$ cat src/hdl/ssq_pkg.sv
`timescale 1ns / 1ps
// ----------------------------------------------------------------------------
// ssq_pkg: shared types and constants of the smooth scroll sequencer
// Field widths, request kinds, status codes, register indexes and the
// packed request and result items used on the stream ports.
// ----------------------------------------------------------------------------
package ssq_pkg;

   // Default sizes for the top level parameters
   localparam int DEF_QUEUE_DEPTH = 16;
   localparam int DEF_ROW_BITS    = 8;
   localparam int DEF_MAX_LINES   = 63;

   // Fixed field widths
   localparam int LINE_W   = 7;
   localparam int TAG_W    = 8;
   localparam int ROW_W    = 8;
   localparam int OFS_W    = 6;
   localparam int MAG_W    = 5;
   localparam int CHARS_W  = 8;
   localparam int MODE_W   = 3;
   localparam int KIND_W   = 2;
   localparam int BUSY_W   = 2;

   // Stream and register port widths
   localparam int REQ_TDATA_W = 32;
   localparam int RSP_TDATA_W = 48;
   localparam int CSR_IDX_W   = 2;
   localparam int CSR_DATA_W  = 8;

   // Default width of one queue entry: direction, line count, tag, two rows
   localparam int DEF_ENTRY_W = 1 + 7 + TAG_W + 2 * ROW_W;

   // Offset and timing constants
   localparam logic [MAG_W-1:0]   OFFSET_FULL   = 5'd16;
   localparam logic [ROW_W-1:0]   LAST_TOP_IDLE = 8'd2;
   localparam logic [ROW_W-1:0]   LAST_BOT_IDLE = 8'd1;
   localparam logic [MODE_W-1:0]  MODE_MIN      = 3'd1;
   localparam logic [MODE_W-1:0]  MODE_MAX      = 3'd5;
   localparam logic [CHARS_W-1:0] CHARS_MIN     = 8'd2;
   localparam logic [CHARS_W-1:0] CHARS_RESET   = 8'd16;

   // Request kinds carried on req_tuser
   typedef enum logic [KIND_W-1:0] {
      REQ_TICK    = 2'd0,
      REQ_ENQUEUE = 2'd1,
      REQ_CLEAR   = 2'd2
   } req_kind_type;

   // Status reported with every result
   typedef enum logic [BUSY_W-1:0] {
      BUSY_IDLE      = 2'd0,
      BUSY_BLOCKED   = 2'd1,
      BUSY_LINE_DONE = 2'd2
   } busy_type;

   // Register indexes on the csr port
   typedef enum logic [CSR_IDX_W-1:0] {
      CSR_SMOOTH_ENABLE = 2'd0,
      CSR_SMOOTH_MODE   = 2'd1,
      CSR_SCROLL_CHARS  = 2'd2
   } csr_idx_type;

   // One request as taken from the input channel
   typedef struct packed {
      req_kind_type              kind;
      logic [ROW_W-1:0]          region_bottom;
      logic [ROW_W-1:0]          region_top;
      logic [TAG_W-1:0]          action_tag;
      logic signed [LINE_W-1:0]  line_count;
   } req_item_type;

   // One result, first field in the highest bits
   typedef struct packed {
      busy_type                  busy_status;
      logic [TAG_W-1:0]          finish_tag;
      logic                      finish_now;
      logic [ROW_W-1:0]          offset_bottom;
      logic [ROW_W-1:0]          offset_top;
      logic signed [OFS_W-1:0]   pixel_offset;
      logic                      offset_write;
      logic signed [LINE_W-1:0]  move_lines;
   } rsp_item_type;

   // Offset step match for the current tick
   typedef struct packed {
      logic              hit;
      logic [MAG_W-1:0]  mag;
   } step_hit_type;

endpackage

$ cat src/hdl/ssq_queue.sv
`timescale 1ns / 1ps
// ----------------------------------------------------------------------------
// ssq_queue: scroll request storage
// One write port at the tail, one registered read port that follows the
// next head pointer; a write to the address being read is passed through.
// ----------------------------------------------------------------------------
module ssq_queue #(
   parameter int DEPTH = ssq_pkg::DEF_QUEUE_DEPTH,
   parameter int WIDTH = ssq_pkg::DEF_ENTRY_W
) (
   input  logic                     clock,
   input  logic                     wr_en,
   input  logic [$clog2(DEPTH)-1:0] wr_addr,
   input  logic [WIDTH-1:0]         wr_data,
   input  logic [$clog2(DEPTH)-1:0] rd_addr,
   output logic [WIDTH-1:0]         rd_data
);

   logic [WIDTH-1:0] mem [DEPTH];
   logic [WIDTH-1:0] rd_data_ff;

   // Write the tail entry
   always_ff @(posedge clock) begin
      if (wr_en) begin
         mem[wr_addr] <= wr_data;
      end
   end

   // Read the head entry, pass a same-cycle write through
   always_ff @(posedge clock) begin
      if (wr_en && (wr_addr == rd_addr)) begin
         rd_data_ff <= wr_data;
      end else begin
         rd_data_ff <= mem[rd_addr];
      end
   end

   assign rd_data = rd_data_ff;

endmodule

$ cat src/hdl/ssq_step_match.sv
`timescale 1ns / 1ps
// ----------------------------------------------------------------------------
// ssq_step_match: offset step position match
// Compares the tick counter with the step positions of the current mode and
// returns the magnitude of the matching step with the highest index.
// ----------------------------------------------------------------------------
module ssq_step_match (
   input  logic [ssq_pkg::MODE_W-1:0]  mode,
   input  logic [ssq_pkg::CHARS_W-1:0] chars,
   input  logic [ssq_pkg::CHARS_W-1:0] tick,
   output ssq_pkg::step_hit_type       step
);
   import ssq_pkg::*;

   localparam int HALF_MAX = 8;
   localparam int PROD_W   = CHARS_W + 5;

   logic [PROD_W-1:0] prod [HALF_MAX];
   logic [PROD_W-1:0] frac [HALF_MAX];
   logic [PROD_W-1:0] chars_x;
   logic [PROD_W-1:0] tick_x;
   logic [MAG_W-1:0]  steps;
   logic [MAG_W-1:0]  half;
   logic [MAG_W-1:0]  half_up;
   logic [MODE_W-1:0] mag_shift;
   logic              mode_ok;

   assign chars_x   = PROD_W'(chars);
   assign tick_x    = PROD_W'(tick);
   assign mode_ok   = (mode >= MODE_MIN) && (mode <= MODE_MAX);
   assign steps     = MAG_W'(1) << (mode - 3'd1);
   assign half      = steps >> 1;
   assign half_up   = (steps + 5'd1) >> 1;
   assign mag_shift = MODE_MAX - mode;

   // Odd fractions of the line length: (2i+1)*chars / 2^mode
   always_comb begin
      for (int i = 0; i < HALF_MAX; i++) begin
         prod[i] = PROD_W'(2 * i + 1) * chars_x;
         frac[i] = prod[i] >> mode;
      end
   end

   // Early steps first, then late steps; the highest step index wins
   always_comb begin
      step = '0;
      if (mode_ok) begin
         for (int i = 0; i < HALF_MAX; i++) begin
            if ((MAG_W'(i) < half) && (tick_x == (chars_x - frac[i]))) begin
               step.hit = 1'b1;
               step.mag = MAG_W'((steps - 5'd1 - MAG_W'(i)) << mag_shift);
            end
         end
         for (int i = HALF_MAX - 1; i >= 0; i--) begin
            if ((MAG_W'(i) < half_up) && (tick_x == frac[i])) begin
               step.hit = 1'b1;
               step.mag = MAG_W'(MAG_W'(i) << mag_shift);
            end
         end
      end
   end

endmodule

$ cat src/hdl/ssq_core.sv
`timescale 1ns / 1ps
// ----------------------------------------------------------------------------
// ssq_core: scroll sequencing state and per-request logic
// Holds the registers, the request queue and its pointers, the line and tick
// counters, and computes the result of one request in a single pass.
// ----------------------------------------------------------------------------
module ssq_core #(
   parameter int QUEUE_DEPTH = ssq_pkg::DEF_QUEUE_DEPTH,
   parameter int ROW_BITS    = ssq_pkg::DEF_ROW_BITS,
   parameter int MAX_LINES   = ssq_pkg::DEF_MAX_LINES
) (
   input  logic                           clock,
   input  logic                           reset,
   input  logic                           csr_wr_en,
   input  logic [ssq_pkg::CSR_IDX_W-1:0]  csr_index,
   input  logic [ssq_pkg::CSR_DATA_W-1:0] csr_wdata,
   input  logic                           fire,
   input  ssq_pkg::req_item_type          req,
   output ssq_pkg::rsp_item_type          res
);
   import ssq_pkg::*;

   localparam int ADDR_W   = $clog2(QUEUE_DEPTH);
   localparam int CNT_W    = $clog2(QUEUE_DEPTH + 1);
   localparam int SUM_W    = CNT_W + 1;
   localparam int ROW_KEEP = (ROW_BITS < ROW_W) ? ROW_BITS : ROW_W;
   localparam int LINE_CAP = (MAX_LINES < 64) ? MAX_LINES : 64;
   localparam int ABS_W    = $clog2(LINE_CAP + 1);
   localparam int ENTRY_W  = 1 + ABS_W + TAG_W + 2 * ROW_KEEP;

   // Configuration registers
   logic               enable_ff;
   logic [MODE_W-1:0]  mode_ff;
   logic [CHARS_W-1:0] chars_ff;

   // Sequencing state
   logic [CNT_W-1:0]   count_ff,  count_in;
   logic [ADDR_W-1:0]  head_ff,   head_in;
   logic [ABS_W-1:0]   rem_ff,    rem_in;
   logic               loaded_ff, loaded_in;
   logic [CHARS_W-1:0] tick_ff,   tick_in;
   busy_type           block_ff,  block_in;
   logic [ROW_W-1:0]   ltop_ff,   ltop_in;
   logic [ROW_W-1:0]   lbot_ff,   lbot_in;

   // Queue ports
   logic               q_we;
   logic [ADDR_W-1:0]  q_waddr;
   logic [ENTRY_W-1:0] q_wdata;
   logic [ADDR_W-1:0]  q_raddr;
   logic [ENTRY_W-1:0] q_rdata;

   // Decoded request
   int                 line_clamp;
   logic               in_up;
   logic [ABS_W-1:0]   in_abs;
   logic [ROW_KEEP-1:0] in_top;
   logic [ROW_KEEP-1:0] in_bot;

   // Head entry fields
   logic               h_up;
   logic [ABS_W-1:0]   h_abs;
   logic [TAG_W-1:0]   h_tag;
   logic [ROW_KEEP-1:0] h_top;
   logic [ROW_KEEP-1:0] h_bot;

   // Entry of the line being started or stepped
   logic               use_in;
   logic               e_up;
   logic [ABS_W-1:0]   e_rem;
   logic [TAG_W-1:0]   e_tag;
   logic [ROW_W-1:0]   e_top;
   logic [ROW_W-1:0]   e_bot;

   logic [CHARS_W-1:0] chars_eff;
   logic [SUM_W-1:0]   tail_sum;
   logic [ADDR_W-1:0]  tail;
   logic [ADDR_W-1:0]  head_inc;
   logic               smooth_on;
   step_hit_type       step;

   logic               do_start;
   logic               ofs_en;
   logic signed [OFS_W-1:0] ofs_val;
   logic [ROW_W-1:0]   ofs_top;
   logic [ROW_W-1:0]   ofs_bot;
   logic [ABS_W-1:0]   rem_new;

   ssq_queue #(
      .DEPTH (QUEUE_DEPTH),
      .WIDTH (ENTRY_W)
   ) u_queue (
      .clock   (clock),
      .wr_en   (q_we),
      .wr_addr (q_waddr),
      .wr_data (q_wdata),
      .rd_addr (q_raddr),
      .rd_data (q_rdata)
   );

   ssq_step_match u_step (
      .mode  (mode_ff),
      .chars (chars_eff),
      .tick  (tick_ff),
      .step  (step)
   );

   // Saturate and split the requested line count
   always_comb begin
      line_clamp = int'(req.line_count);
      if (line_clamp > MAX_LINES) begin
         line_clamp = MAX_LINES;
      end else if (line_clamp < -MAX_LINES) begin
         line_clamp = -MAX_LINES;
      end
   end

   assign in_up  = line_clamp > 0;
   assign in_abs = ABS_W'((line_clamp < 0) ? -line_clamp : line_clamp);
   assign in_top = req.region_top[ROW_KEEP-1:0];
   assign in_bot = req.region_bottom[ROW_KEEP-1:0];

   // Unpack the head entry
   assign h_up  = q_rdata[ENTRY_W-1];
   assign h_abs = q_rdata[ENTRY_W-2 -: ABS_W];
   assign h_tag = q_rdata[2*ROW_KEEP +: TAG_W];
   assign h_top = q_rdata[ROW_KEEP +: ROW_KEEP];
   assign h_bot = q_rdata[0 +: ROW_KEEP];

   // An enqueue into an empty queue starts from the request itself
   assign use_in = (req.kind == REQ_ENQUEUE);
   assign e_up   = use_in ? in_up : h_up;
   assign e_rem  = use_in ? in_abs : (loaded_ff ? rem_ff : h_abs);
   assign e_tag  = use_in ? req.action_tag : h_tag;
   assign e_top  = ROW_W'(use_in ? in_top : h_top);
   assign e_bot  = ROW_W'(use_in ? in_bot : h_bot);

   assign chars_eff = (chars_ff < CHARS_MIN) ? CHARS_MIN : chars_ff;
   assign smooth_on = enable_ff && (mode_ff != '0);

   // Tail and next head with wrap at the queue depth
   assign tail_sum = SUM_W'(head_ff) + SUM_W'(count_ff);
   assign tail     = (tail_sum >= SUM_W'(QUEUE_DEPTH))
                     ? ADDR_W'(tail_sum - SUM_W'(QUEUE_DEPTH)) : ADDR_W'(tail_sum);
   assign head_inc = (head_ff == ADDR_W'(QUEUE_DEPTH - 1)) ? '0 : head_ff + 1'b1;

   assign q_waddr = tail;
   assign q_wdata = {in_up, in_abs, req.action_tag, in_top, in_bot};
   assign q_raddr = head_in;
   assign rem_new = (e_rem != '0) ? e_rem - 1'b1 : '0;

   // Process one request
   always_comb begin
      count_in  = count_ff;
      head_in   = head_ff;
      rem_in    = rem_ff;
      loaded_in = loaded_ff;
      tick_in   = tick_ff;
      block_in  = block_ff;
      ltop_in   = ltop_ff;
      lbot_in   = lbot_ff;
      q_we      = 1'b0;
      res       = '0;
      do_start  = 1'b0;
      ofs_en    = 1'b0;
      ofs_val   = '0;
      ofs_top   = e_top;
      ofs_bot   = e_bot;

      if (fire) begin
         case (req.kind)
            REQ_TICK: begin
               if (block_ff == BUSY_LINE_DONE) begin
                  block_in = BUSY_IDLE;
               end
               if (count_ff != '0) begin
                  if (tick_ff == '0) begin
                     do_start = 1'b1;
                  end else if (tick_ff == 8'd1) begin
                     // end of line: drop the offset, pop after the last line
                     ofs_en  = 1'b1;
                     tick_in = '0;
                     if (rem_ff == '0) begin
                        head_in  = head_inc;
                        count_in = count_ff - 1'b1;
                        if (count_ff == CNT_W'(1)) begin
                           block_in = BUSY_LINE_DONE;
                        end else begin
                           loaded_in = 1'b0;
                        end
                     end
                  end else begin
                     if (step.hit) begin
                        ofs_en  = 1'b1;
                        ofs_val = e_up ? -$signed(OFS_W'(step.mag))
                                       : $signed(OFS_W'(step.mag));
                     end
                     tick_in = tick_ff - 1'b1;
                  end
               end
            end
            REQ_ENQUEUE: begin
               if (line_clamp != 0) begin
                  if (!smooth_on || (count_ff >= CNT_W'(QUEUE_DEPTH))) begin
                     // scroll and finish at once
                     res.move_lines = LINE_W'(line_clamp);
                     res.finish_now = 1'b1;
                     res.finish_tag = req.action_tag;
                  end else begin
                     q_we     = 1'b1;
                     count_in = count_ff + 1'b1;
                     if (count_ff == '0) begin
                        do_start = 1'b1;
                     end else begin
                        block_in = BUSY_BLOCKED;
                     end
                  end
               end
            end
            REQ_CLEAR: begin
               ofs_en    = 1'b1;
               ofs_top   = ltop_ff;
               ofs_bot   = lbot_ff;
               count_in  = '0;
               head_in   = '0;
               rem_in    = '0;
               loaded_in = 1'b1;
               tick_in   = '0;
               block_in  = BUSY_IDLE;
            end
            default: begin
            end
         endcase

         // Start a line: move one line, full offset, arm the tick counter
         if (do_start) begin
            res.move_lines = e_up ? 7'sd1 : -7'sd1;
            rem_in    = rem_new;
            loaded_in = 1'b1;
            if (rem_new == '0) begin
               res.finish_now = 1'b1;
               res.finish_tag = e_tag;
               block_in       = BUSY_LINE_DONE;
            end
            ofs_en  = 1'b1;
            ofs_val = e_up ? -$signed(OFS_W'(OFFSET_FULL)) : $signed(OFS_W'(OFFSET_FULL));
            tick_in = chars_eff - 1'b1;
         end

         // Write the offset and remember its region while nonzero
         if (ofs_en) begin
            res.offset_write  = 1'b1;
            res.pixel_offset  = ofs_val;
            res.offset_top    = ofs_top;
            res.offset_bottom = ofs_bot;
            if (ofs_val == '0) begin
               ltop_in = LAST_TOP_IDLE;
               lbot_in = LAST_BOT_IDLE;
            end else begin
               ltop_in = ofs_top;
               lbot_in = ofs_bot;
            end
         end

         if ((req.kind == REQ_TICK) && (count_ff == '0)) begin
            res.busy_status = BUSY_IDLE;
         end else begin
            res.busy_status = block_in;
         end
      end
   end

   // Advance the sequencing state
   always_ff @(posedge clock) begin
      if (reset) begin
         count_ff  <= '0;
         head_ff   <= '0;
         rem_ff    <= '0;
         loaded_ff <= 1'b1;
         tick_ff   <= '0;
         block_ff  <= BUSY_IDLE;
         ltop_ff   <= LAST_TOP_IDLE;
         lbot_ff   <= LAST_BOT_IDLE;
      end else begin
         count_ff  <= count_in;
         head_ff   <= head_in;
         rem_ff    <= rem_in;
         loaded_ff <= loaded_in;
         tick_ff   <= tick_in;
         block_ff  <= block_in;
         ltop_ff   <= ltop_in;
         lbot_ff   <= lbot_in;
      end
   end

   // Take register writes
   always_ff @(posedge clock) begin
      if (reset) begin
         enable_ff <= 1'b0;
         mode_ff   <= '0;
         chars_ff  <= CHARS_RESET;
      end else if (csr_wr_en) begin
         unique case (csr_idx_type'(csr_index))
            CSR_SMOOTH_ENABLE: enable_ff <= csr_wdata[0];
            CSR_SMOOTH_MODE:   mode_ff   <= csr_wdata[MODE_W-1:0];
            CSR_SCROLL_CHARS:  chars_ff  <= csr_wdata[CHARS_W-1:0];
            default: begin
            end
         endcase
      end
   end

   // Queue never holds more than its depth
   a_count_bound: assert property (@(posedge clock) disable iff (reset)
      count_ff <= CNT_W'(QUEUE_DEPTH))
      else $error("queue count beyond depth");

   // No line is in progress while the queue is empty
   a_empty_idle: assert property (@(posedge clock) disable iff (reset)
      (count_ff == '0) |-> (tick_ff == '0))
      else $error("tick counter running on empty queue");

   // Clear empties the queue and rewinds the head
   a_clear_empties: assert property (@(posedge clock) disable iff (reset)
      (fire && (req.kind == REQ_CLEAR)) |=> ((count_ff == '0) && (head_ff == '0)))
      else $error("clear left queue state behind");

   // A finish always comes with a text move
   a_finish_moves: assert property (@(posedge clock) disable iff (reset)
      (fire && res.finish_now) |-> (res.move_lines != '0))
      else $error("finish without line move");

endmodule

$ cat src/hdl/smooth_scroll_sequencer.sv
`timescale 1ns / 1ps
// ----------------------------------------------------------------------------
// smooth_scroll_sequencer: terminal smooth scroll timing sequencer
// Queues scroll requests and turns frame ticks into line moves, pixel offset
// steps and deferred action finishes.
// ----------------------------------------------------------------------------
// The block takes one request per clock cycle while results are accepted and
// returns exactly one result for each: a tick, an enqueue, a clear or an
// unknown kind. A request passes an input register, is worked in one pass
// against the queue head and the tick counter once the output register is
// free, and its result lands in that register; a stalled result keeps the
// request in the input register and stops the next one from entering. The
// queue head comes from a registered memory read port that follows the head
// pointer. Stored requests need no clearing after reset. Configuration writes
// take effect on the next cycle and are meant for when the block is idle.
// ----------------------------------------------------------------------------
module smooth_scroll_sequencer #(
   parameter int QUEUE_DEPTH = ssq_pkg::DEF_QUEUE_DEPTH,
   parameter int ROW_BITS    = ssq_pkg::DEF_ROW_BITS,
   parameter int MAX_LINES   = ssq_pkg::DEF_MAX_LINES
) (
   input  logic                            clock,
   input  logic                            reset,
   // request channel
   input  logic                            req_tvalid,
   output logic                            req_tready,
   // line_count[6:0], action_tag[14:7], region_top[22:15], region_bottom[30:23]
   input  logic [ssq_pkg::REQ_TDATA_W-1:0] req_tdata,
   // req_type[1:0]
   input  logic [ssq_pkg::KIND_W-1:0]      req_tuser,
   // result channel
   output logic                            rsp_tvalid,
   input  logic                            rsp_tready,
   // move_lines[6:0], offset_write[7], pixel_offset[13:8], offset_top[21:14],
   // offset_bottom[29:22], finish_now[30], finish_tag[38:31], busy_status[40:39]
   output logic [ssq_pkg::RSP_TDATA_W-1:0] rsp_tdata,
   // register writes
   input  logic                            csr_wr_en,
   input  logic [ssq_pkg::CSR_IDX_W-1:0]   csr_index,
   input  logic [ssq_pkg::CSR_DATA_W-1:0]  csr_wdata
);
   import ssq_pkg::*;

   localparam int RSP_W = $bits(rsp_item_type);

   logic         in_valid_ff, in_valid_in;
   req_item_type in_item_ff;
   logic         out_valid_ff, out_valid_in;
   rsp_item_type out_item_ff;
   rsp_item_type res;
   logic         fire;
   logic         req_take;

   // Work the held request once the output register is free
   assign fire       = in_valid_ff && (!out_valid_ff || rsp_tready);
   assign req_tready = !in_valid_ff || fire;
   assign req_take   = req_tvalid && req_tready;

   assign in_valid_in  = req_take ? 1'b1 : (fire ? 1'b0 : in_valid_ff);
   assign out_valid_in = fire ? 1'b1 : (rsp_tready ? 1'b0 : out_valid_ff);

   ssq_core #(
      .QUEUE_DEPTH (QUEUE_DEPTH),
      .ROW_BITS    (ROW_BITS),
      .MAX_LINES   (MAX_LINES)
   ) u_core (
      .clock     (clock),
      .reset     (reset),
      .csr_wr_en (csr_wr_en),
      .csr_index (csr_index),
      .csr_wdata (csr_wdata),
      .fire      (fire),
      .req       (in_item_ff),
      .res       (res)
   );

   // Hold valid flags
   always_ff @(posedge clock) begin
      if (reset) begin
         in_valid_ff  <= 1'b0;
         out_valid_ff <= 1'b0;
      end else begin
         in_valid_ff  <= in_valid_in;
         out_valid_ff <= out_valid_in;
      end
   end

   // Capture request and result payloads
   always_ff @(posedge clock) begin
      if (req_take) begin
         in_item_ff.kind          <= req_kind_type'(req_tuser);
         in_item_ff.line_count    <= req_tdata[LINE_W-1:0];
         in_item_ff.action_tag    <= req_tdata[LINE_W +: TAG_W];
         in_item_ff.region_top    <= req_tdata[LINE_W+TAG_W +: ROW_W];
         in_item_ff.region_bottom <= req_tdata[LINE_W+TAG_W+ROW_W +: ROW_W];
      end
      if (fire) begin
         out_item_ff <= res;
      end
   end

   assign rsp_tvalid = out_valid_ff;
   assign rsp_tdata  = {{(RSP_TDATA_W - RSP_W){1'b0}}, out_item_ff};

endmodule

$ cat config.mk
export PLATFORM = sky130hd
export DESIGN_NAME = smooth_scroll_sequencer
export DESIGN_NICKNAME = d
export VERILOG_FILES = /design/src/hdl/ssq_pkg.sv /design/src/hdl/ssq_queue.sv /design/src/hdl/ssq_step_match.sv /design/src/hdl/ssq_core.sv /design/src/hdl/smooth_scroll_sequencer.sv
export SDC_FILE = /design/constraint.sdc
export NUM_CORES = 1
export LEC_CHECK = 0
export ABC_AREA = 1
export BUFFER_PORTS_ARGS = -buffer_cell sky130_fd_sc_hd__buf_2
export CORE_ASPECT_RATIO = 0.75
export CORE_UTILIZATION = 45
export DETAILED_ROUTE_END_ITERATION = 7
export SLEW_MARGIN = 20
export SYNTH_ARGS = -nofsm -noshare
export SYNTH_HDL_FRONTEND = slang
export SYNTH_SLANG_ARGS = --single-unit
$ cat constraint.sdc
create_clock -name clock -period 10.7 [get_ports clock]
set_input_delay 0 -clock clock [delete_from_list [all_inputs] [get_ports clock]]
set_output_delay 0 -clock clock [all_outputs]
set_load 0.005 [all_outputs]
# Word level (Yosys, flattened, before mapping)

Memories as Yosys holds them, arrays and structs flattened. A register that Yosys moved wholly into a read port is not among the register bits.
Cells that the tools add are included.

$add $sub $neg: 29
$mul: 7
Magnitude comparators: 25
Equal/unequal tests: 35
Shift operators: 25
Multiplexer cells: 117
Reduce and logical (&&, ||, !) cells: 51

Operators by type and width:

| cell                                                                   | count |
|---|---|
| 8-bit by 13-bit == test with 1-bit output                              | 16 |
| 6-bit two-way mux                                                      | 32 |
| 8-bit by 13-bit subtractor with 13-bit output                          | 8 |
| 8-bit two-way mux                                                      | 12 |
| 32-bit two-way mux                                                     | 2 |
| 12-bit by 3-bit >> shifter with 13-bit output                          | 4 |
| 4-bit by 8-bit multiplier with 12-bit output (first input constant)    | 4 |
| 9-bit two-way mux                                                      | 5 |
| 5-bit by 3-bit left shift with 5-bit output                            | 8 |
| 7-bit two-way mux                                                      | 5 |
| 32-bit by 1-bit > comparator with 1-bit output (second input constant) | 1 |
| 3-bit by 4-bit < comparator with 1-bit output (first input constant)   | 8 |
| 32-bit by 1-bit < comparator with 1-bit output (second input constant) | 1 |
| 32-bit nonzero test                                                    | 1 |
| 1-bit two-way mux                                                      | 30 |
| 5-bit two-way mux                                                      | 6 |
| 4-bit two-way mux                                                      | 7 |
| 11-bit by 3-bit >> shifter with 13-bit output                          | 2 |
| 3-bit by 8-bit multiplier with 11-bit output (first input constant)    | 2 |
| 2-bit two-way mux                                                      | 11 |
| 1-bit logical AND                                                      | 21 |
| 3-bit by 3-bit left shift with 5-bit output (first input constant)     | 4 |
| 5-bit by 3-bit subtractor with 5-bit output (second input constant)    | 4 |
| 6-bit zero test                                                        | 3 |
| other kinds (53)                                                       | 92 |

Flip-flop bits (word level): 130
Bits in writable memories: 496
Bits of input ports: 49
Output and inout port bits: 50
Word-level logic and storage cells: 316
Memories kept: 1

Memories:

| memory             | depth | bits a word | read ports | clocked after memory_dff | wr ports | RTL line        | source |
|---|---|---|---|---|---|---|---|
| u_core.u_queue.mem | 16    | 31          | 1          | 1                        | 1        | ssq_queue.sv:19 | `logic [WIDTH-1:0] mem [DEPTH];` |

# Logic depth before layout (Yosys ltp)

Depth in word-level cells: 34
Mapped depth: 61
Gate-level depth less buffers: 61

# Cells and area by module

A second synthesis with hierarchy kept.

Cells, all modules: 5,271
Area, all modules: 41,633.7 µm²

Modules (own cells, without submodules):

| module                  | times used | cells an instance | area each (µm²) | sequential area each (µm²) |
|---|---|---|---|---|
| ssq_queue               | 1          | 2,027             | 21,485.6        | 14,974.4 |
| ssq_step_match          | 1          | 2,381             | 13,200.2        | 0.0 |
| ssq_core                | 1          | 769               | 4,578.1         | 1,081.0 |
| smooth_scroll_sequencer | 1          | 94                | 2,369.8         | 2,262.2 |

# Worst setup path before layout

OpenSTA, ideal clock, no wires.

Kind: reg-to-reg
From: reg u_core.chars_ff[7]
To: reg u_core.lbot_ff[1]
Library setup time: 0.142 ns
Arrival time: 7.160 ns
Required time: 10.558 ns
Setup slack: 3.399 ns
Cell stages (with the launch flop): 50
Path buffers: 1
Clock period less this slack: 7.301 ns
Cells stage by stage: dfxtp_1 inv_1 ha_1 inv_1 nor2_2 nand3_4 nand2_2 inv_2 fa_1 inv_1 fa_1 ha_1 nand2_1 nor2_1 nand2_1 nand3_1 nand2_1 nand3_1 [14 not listed] nand4_1 nor2_1 nand2_1 nand3_1 nand3_1 nand2_1 nand2_1 nand2_1 nand2_2 ha_1 or2_2 nand3_1 nand3_1 nor2_2 nand3_4 buf_12 nand3_2 a21oi_2

Longest elaborated chain between the ends: 34
Elaborated cells on any way between the ends: 93
Classes of those cells: add/sub: 9; mul: 7; order compare: 1; eq/ne: 16; shift: 8; mux: 34; reduce/logical: 18

Ends and longest elaborated chain:

| element                                                                                                               | RTL line                                   | source |
|---|---|---|
| from (decl)                                                                                                           | ssq_core.sv:34                             | `logic [CHARS_W-1:0] chars_ff;` |
| from (signal assigned)                                                                                                | ssq_core.sv:306                            | `CSR_SCROLL_CHARS: chars_ff <= csr_wdata[CHARS_W-1:0];` |
| 8-bit by 2-bit < comparator with 1-bit output                                                                         | ssq_core.sv:138                            | `assign chars_eff = (chars_ff < CHARS_MIN) ? CHARS_MIN : chars_ff;` |
| 8-bit two-way mux *                                                                                                   | ssq_core.sv:138                            |  |
| 2-bit by 8-bit multiplier with 10-bit output / 8-bit by 3-bit >> shifter with 13-bit output (equally long branches)   | ssq_step_match.sv:39, ssq_step_match.sv:40 |  |
| 10-bit by 3-bit >> shifter with 13-bit output / 8-bit by 13-bit subtractor with 13-bit output (equally long branches) | ssq_step_match.sv:40, ssq_step_match.sv:49 |  |
| 8-bit by 13-bit subtractor with 13-bit output / 8-bit by 13-bit == test with 1-bit output (equally long branches)     | ssq_step_match.sv:49                       | `if ((MAG_W'(i) < half) && (tick_x == (chars_x - frac[i]))) begin` |
| 8-bit by 13-bit == test with 1-bit output / 1-bit logical AND (equally long branches)                                 | ssq_step_match.sv:49                       |  |
| 1-bit logical AND / 6-bit two-way mux (equally long branches)                                                         | ssq_step_match.sv:49                       |  |
| 6-bit two-way mux (7 in series)                                                                                       | ssq_step_match.sv:49                       |  |
| [12 not listed]                                                                                                       | -                                          |  |
| 6-bit two-way mux                                                                                                     | ssq_core.sv:179                            | `end else if (tick_ff == 8'd1) begin` |
| 6-bit two-way mux                                                                                                     | ssq_core.sv:177                            | `if (tick_ff == '0) begin` |
| 6-bit two-way mux                                                                                                     | ssq_core.sv:176                            | `if (count_ff != '0) begin` |
| 6-bit two-way mux                                                                                                     | ssq_core.sv:171                            | `case (req.kind)` |
| 6-bit two-way mux                                                                                                     | ssq_core.sv:236                            | `if (do_start) begin` |
| 6-bit two-way mux                                                                                                     | ssq_core.sv:170                            | `if (fire) begin` |
| 6-bit zero test                                                                                                       | ssq_core.sv:256                            | `if (ofs_val == '0) begin` |
| 8-bit two-way mux                                                                                                     | ssq_core.sv:256                            |  |
| to (signal assigned)                                                                                                  | ssq_core.sv:292                            | `lbot_ff <= lbot_in;` |
| to (decl)                                                                                                             | ssq_core.sv:44                             | `logic [ROW_W-1:0] lbot_ff, lbot_in;` |

Mark *: on every way between the ends. The rest lies on a longest branch, timed or not. The select of a mux whose other input is x is not followed.
A chain may end at the register's enable or synchronous reset.

# Worst setup path after layout

From: reg u_core.chars_ff[7]
To: reg u_core.ltop_ff[0]

Longest elaborated chain between the ends: 34
Elaborated cells on any way between the ends: 93
Classes of those cells: add/sub: 9; mul: 7; order compare: 1; eq/ne: 16; shift: 8; mux: 34; reduce/logical: 18

Ends and longest elaborated chain:

| element                                                                                                               | RTL line                                   | source |
|---|---|---|
| 8-bit by 2-bit < comparator with 1-bit output                                                                         | ssq_core.sv:138                            |  |
| 8-bit two-way mux *                                                                                                   | ssq_core.sv:138                            |  |
| 2-bit by 8-bit multiplier with 10-bit output / 8-bit by 3-bit >> shifter with 13-bit output (equally long branches)   | ssq_step_match.sv:39, ssq_step_match.sv:40 |  |
| 10-bit by 3-bit >> shifter with 13-bit output / 8-bit by 13-bit subtractor with 13-bit output (equally long branches) | ssq_step_match.sv:40, ssq_step_match.sv:49 |  |
| 8-bit by 13-bit subtractor with 13-bit output / 8-bit by 13-bit == test with 1-bit output (equally long branches)     | ssq_step_match.sv:49                       |  |
| 8-bit by 13-bit == test with 1-bit output / 1-bit logical AND (equally long branches)                                 | ssq_step_match.sv:49                       |  |
| 1-bit logical AND / 6-bit two-way mux (equally long branches)                                                         | ssq_step_match.sv:49                       |  |
| 6-bit two-way mux (7 in series)                                                                                       | ssq_step_match.sv:49                       |  |
| [12 not listed]                                                                                                       | -                                          |  |
| 6-bit two-way mux                                                                                                     | ssq_core.sv:179                            |  |
| 6-bit two-way mux                                                                                                     | ssq_core.sv:177                            |  |
| 6-bit two-way mux                                                                                                     | ssq_core.sv:176                            |  |
| 6-bit two-way mux                                                                                                     | ssq_core.sv:171                            |  |
| 6-bit two-way mux                                                                                                     | ssq_core.sv:236                            |  |
| 6-bit two-way mux                                                                                                     | ssq_core.sv:170                            |  |
| 6-bit zero test                                                                                                       | ssq_core.sv:256                            |  |
| 8-bit two-way mux                                                                                                     | ssq_core.sv:256                            |  |
| to (signal assigned)                                                                                                  | ssq_core.sv:291                            | `ltop_ff <= ltop_in;` |
| to (decl)                                                                                                             | ssq_core.sv:43                             | `logic [ROW_W-1:0] ltop_ff, ltop_in;` |

Marked as above.

==> flow_metrics.py <==
metrics = {
    "outcome": {
        "outcome": "finished with violations",
        "failed_checks": "design-rule violations",
    },
    "worst_setup_path": {
        "cp_top_family": "simple AND/OR/NAND/NOR gates",
        "cp-startpoint": "u_core.chars_ff[7]",
        "end_kind": "flop",
        "worstPathArrival_ns": 9.63,
        "ff2ff_path_depth": 49,
        "crit_path_frequent_cell": "nand2_1",
        "setup.worst_path.end": "u_core.ltop_ff[0]",
        "crit_fanout": 16,
        "slowest_stage": "nor3_1",
        "r2r-end": "u_core.ltop_ff[0]",
        "cp_slowest_stage_delay_ns": 0.70,
        "timing.rr.start": "u_core.chars_ff[7]",
        "critPathKind": "flop to flop",
        "critPathLaunchType": "flop",
        "worstPathBufferInverterCount": 5,
        "r2r_slack_ns": 1.56,
        "required_ns": 11.20,
        "cp_num_cells": 49,
    },
    "cts": {
        "clock_latency_ns": 0.67,
        "path_clk_slew_ns": 0.06,
        "cts_resized": 0,
        "cts_buffers": 60,
        "cts_tree": "yes",
        "root_buffer": "clkbuf_16",
        "htreeDepth": 2,
        "numClockSinks": 630,
        "clk_path_buf_depth": 3,
    },
    "pwr": {
        "intPower_mw": 4.61,
        "totalPowerFinal_mw": 6.76,
        "switching_share_pct": 31.9,
        "seqPwrFrac_pct": 40.8,
        "p_clk_share_pct": 34.0,
        "power_switching_mw": 2.15,
        "p_leak_nw": 18.3,
        "ir_drop_v": 0.000148,
        "cellPowerDensity_mw_per_mm2": 155,
        "p_comb_share_pct": 25.2,
    },
    "synthesis": {
        "async_flop_share_pct": 0,
        "synth_cell_type_count": 73,
        "synth_edf_count": 570,
        "synthFlopType": "edfxtp_1",
        "yosysSeqAreaShare_pct": 46.7,
        "yosysWarnings": 0,
        "synthCells": 4629,
        "ys_seq_elements": 630,
        "syn_area_mm2": 0.0393,
        "synth.avg_cell_area_um2": 8.48,
    },
    "cells_and_area": {
        "drive_above_1_share_pct": 8.51,
        "final_cell_mix": "nand2_1, edfxtp_1, nor2_1",
        "final_common_cell": "nand2_1",
        "antenna_cells": 0,
        "synthToLayoutAreaGrowth_pct": 11.1,
        "final_cells": 5888,
        "finalNetCount": 4964,
    },
    "grt": {
        "grtUsageMet3_pct": 5.99,
        "first_global_vias": 30700,
        "use_met1_pct": 46.4,
        "grt_max_degree": 102,
        "grt_util_met2_pct": 40.0,
        "overflow": 0,
        "grt-busiest-layer": "met1",
        "grt_pass1_wl_um": 194000,
        "grtUsageTotal_pct": 29.0,
        "antenna_found_initial": 2,
    },
    "timing": {
        "drv_slew": 0,
        "setup-tns-final_ns": 0,
        "setup-violations-final": 0,
        "worst_slew_pin_slew_ns": 1.17,
        "rsz0062_at_grt": "false",
        "hold_viol_final": 0,
        "layout_min_cycle_time_ns": 9.14,
        "fmax_ghz": 0.109,
        "slew_headroom_pct": 21.6,
        "fin_crit_sh_pct": 85.4,
        "finClkSkew_ns": 0.0555,
    },
    "drt": {
        "vias_per_cell": 5.80,
        "dr.pass1.iters": 8,
        "wire_per_inst_um": 22.1,
        "vias": 34100,
        "drt_iter0_markers": 3743,
        "drc": 2,
        "wl_um": 130000,
        "drtAntennaViolNets": 0,
    },
    "die": {
        "num_rows": 93,
        "die_w_um": 343,
        "core_mm2": 0.0861,
        "start_util_pct": 45.6,
        "die_y_um": 258,
        "die_area_mm2": 0.0884,
        "num_io_pins": 99,
    },
    "placement": {
        "hpwl_um": 82800,
        "placed_cells": 5718,
        "io_buffers": 90,
        "globalplace.congestion": 0.977,
    },
    "job": {
        "cap_violations": 0,
    },
    "hold_path": {
        "min_path_type": "input pin to flop",
    },
}
## power groups by stage
| stage | sequential [mW] | combinational (mW) | clock [mW] |
|---|---|---|---|
| final | 2.76 | 1.70 | 2.30 |
| after global routing | 2.76 | 1.90 | 2.43 |
| after CTS | 2.76 | 1.66 | 2.33 |
| after detailed placement | 2.81 | 1.63 | 0 |
| after global placement | 2.81 | 1.62 | 0 |
| after floorplan | 2.79 | 1.23 | 0 |
## worst min-delay path by stage
stage,start,endpoint,cells after the start
after floorplan,reset,u_core.tick_ff[3],1
after detailed placement,req_tdata[26],in_item_ff[26],1
after global routing,req_tdata[16],in_item_ff[16],2
final,req_tdata[9],in_item_ff[9],2
after CTS,req_tdata[16],in_item_ff[16],2
after global placement,req_tdata[29],in_item_ff[29],1
## cell families after synthesis
| family | Yosys count | share of synthesized area, % |
|---|---|---|
| muxes | 3 | 0.0765 |
| xor gates and xnor gates | 91 | 2.06 |
| and+or+nand+nor | 2130 | 23.5 |
| DFF | 630 | 46.7 |
| buffers and inverters | 667 | 6.74 |
| other | 1 | 0.00955 |
| adders and majority gates | 218 | 7.75 |
| AOI/OAI and AO/OA | 889 | 13.2 |
## registers in the layout, summed over array words and instances, names as in the netlist, 6 cells and up, named ones only
| register | cells |
|---|---|
| u_core.lbot_ff | 8 |
| u_core.chars_ff | 8 |
| u_core.ltop_ff | 8 |
| rsp_tdata | 41 |
| u_core.tick_ff | 8 |
| u_core.rem_ff | 6 |
| u_core.u_queue.mem | 496 |
| in_item_ff | 33 |
## metrics by stage
step           cell area [um^2]  utilization (%)  hold slack (ns)  setup WS (ns)
3_5_place_dp              40900             47.5            0.178           1.75
2_1_floorplan             39300                -           0.0785           3.40
3_3_place_gp              40900             47.5            0.176           1.85
6_report                  43600             50.7           0.0341           1.56
4_1_cts                   43600             50.7          0.00103           1.72
5_1_grt                   43600             50.7          0.00736          0.993
## synth_stat cells, types with 47 or more instances
library cell | number | area share, %
nand2_1 | 977 | 9.3
edfxtp_1 | 570 | 44
nor2_1 | 544 | 5.2
inv_1 | 420 | 4.0
o21ai_0 | 402 | 5.1
nand3_1 | 362 | 4.6
ha_1 | 176 | 5.6
a21oi_1 | 155 | 2.0
clkbuf_1 | 141 | 1.3
o22ai_1 | 87 | 1.4
nand4_1 | 82 | 1.3
xor2_1 | 74 | 1.7
dfxtp_1 | 60 | 3.1
o221ai_1 | 58 | 1.3
o21ai_1 | 47 | 0.60
## layout make-up
cell class                      instances  area (um^2)
Timing Repair Buffer                  218         1580
Clock buffer                           67         1530
Sequential cell                       630        18300
Inverter                              449         1700
Tap cell                             1140         1430
Multi-Input combinational cell       3338        18500
Fill cell                            8112        42500
Clock inverter                         46          617
## timing repair
| action | 4_1_cts | 5_1_grt |
|---|---|---|
| endpoints found under the hold margin | 62 | 0 |
| hold buffers | 57 | 0 |
| setup buffers | 0 | 0 |
## layer usage
metal	up-vias	part of all wire [%]
li1	16100	-
met1	16300	48
met2	1586	40
met3	146	11
met4	2	1.4
met5	-	0.0092
Note: power is estimated with default switching activity, not from simulation.
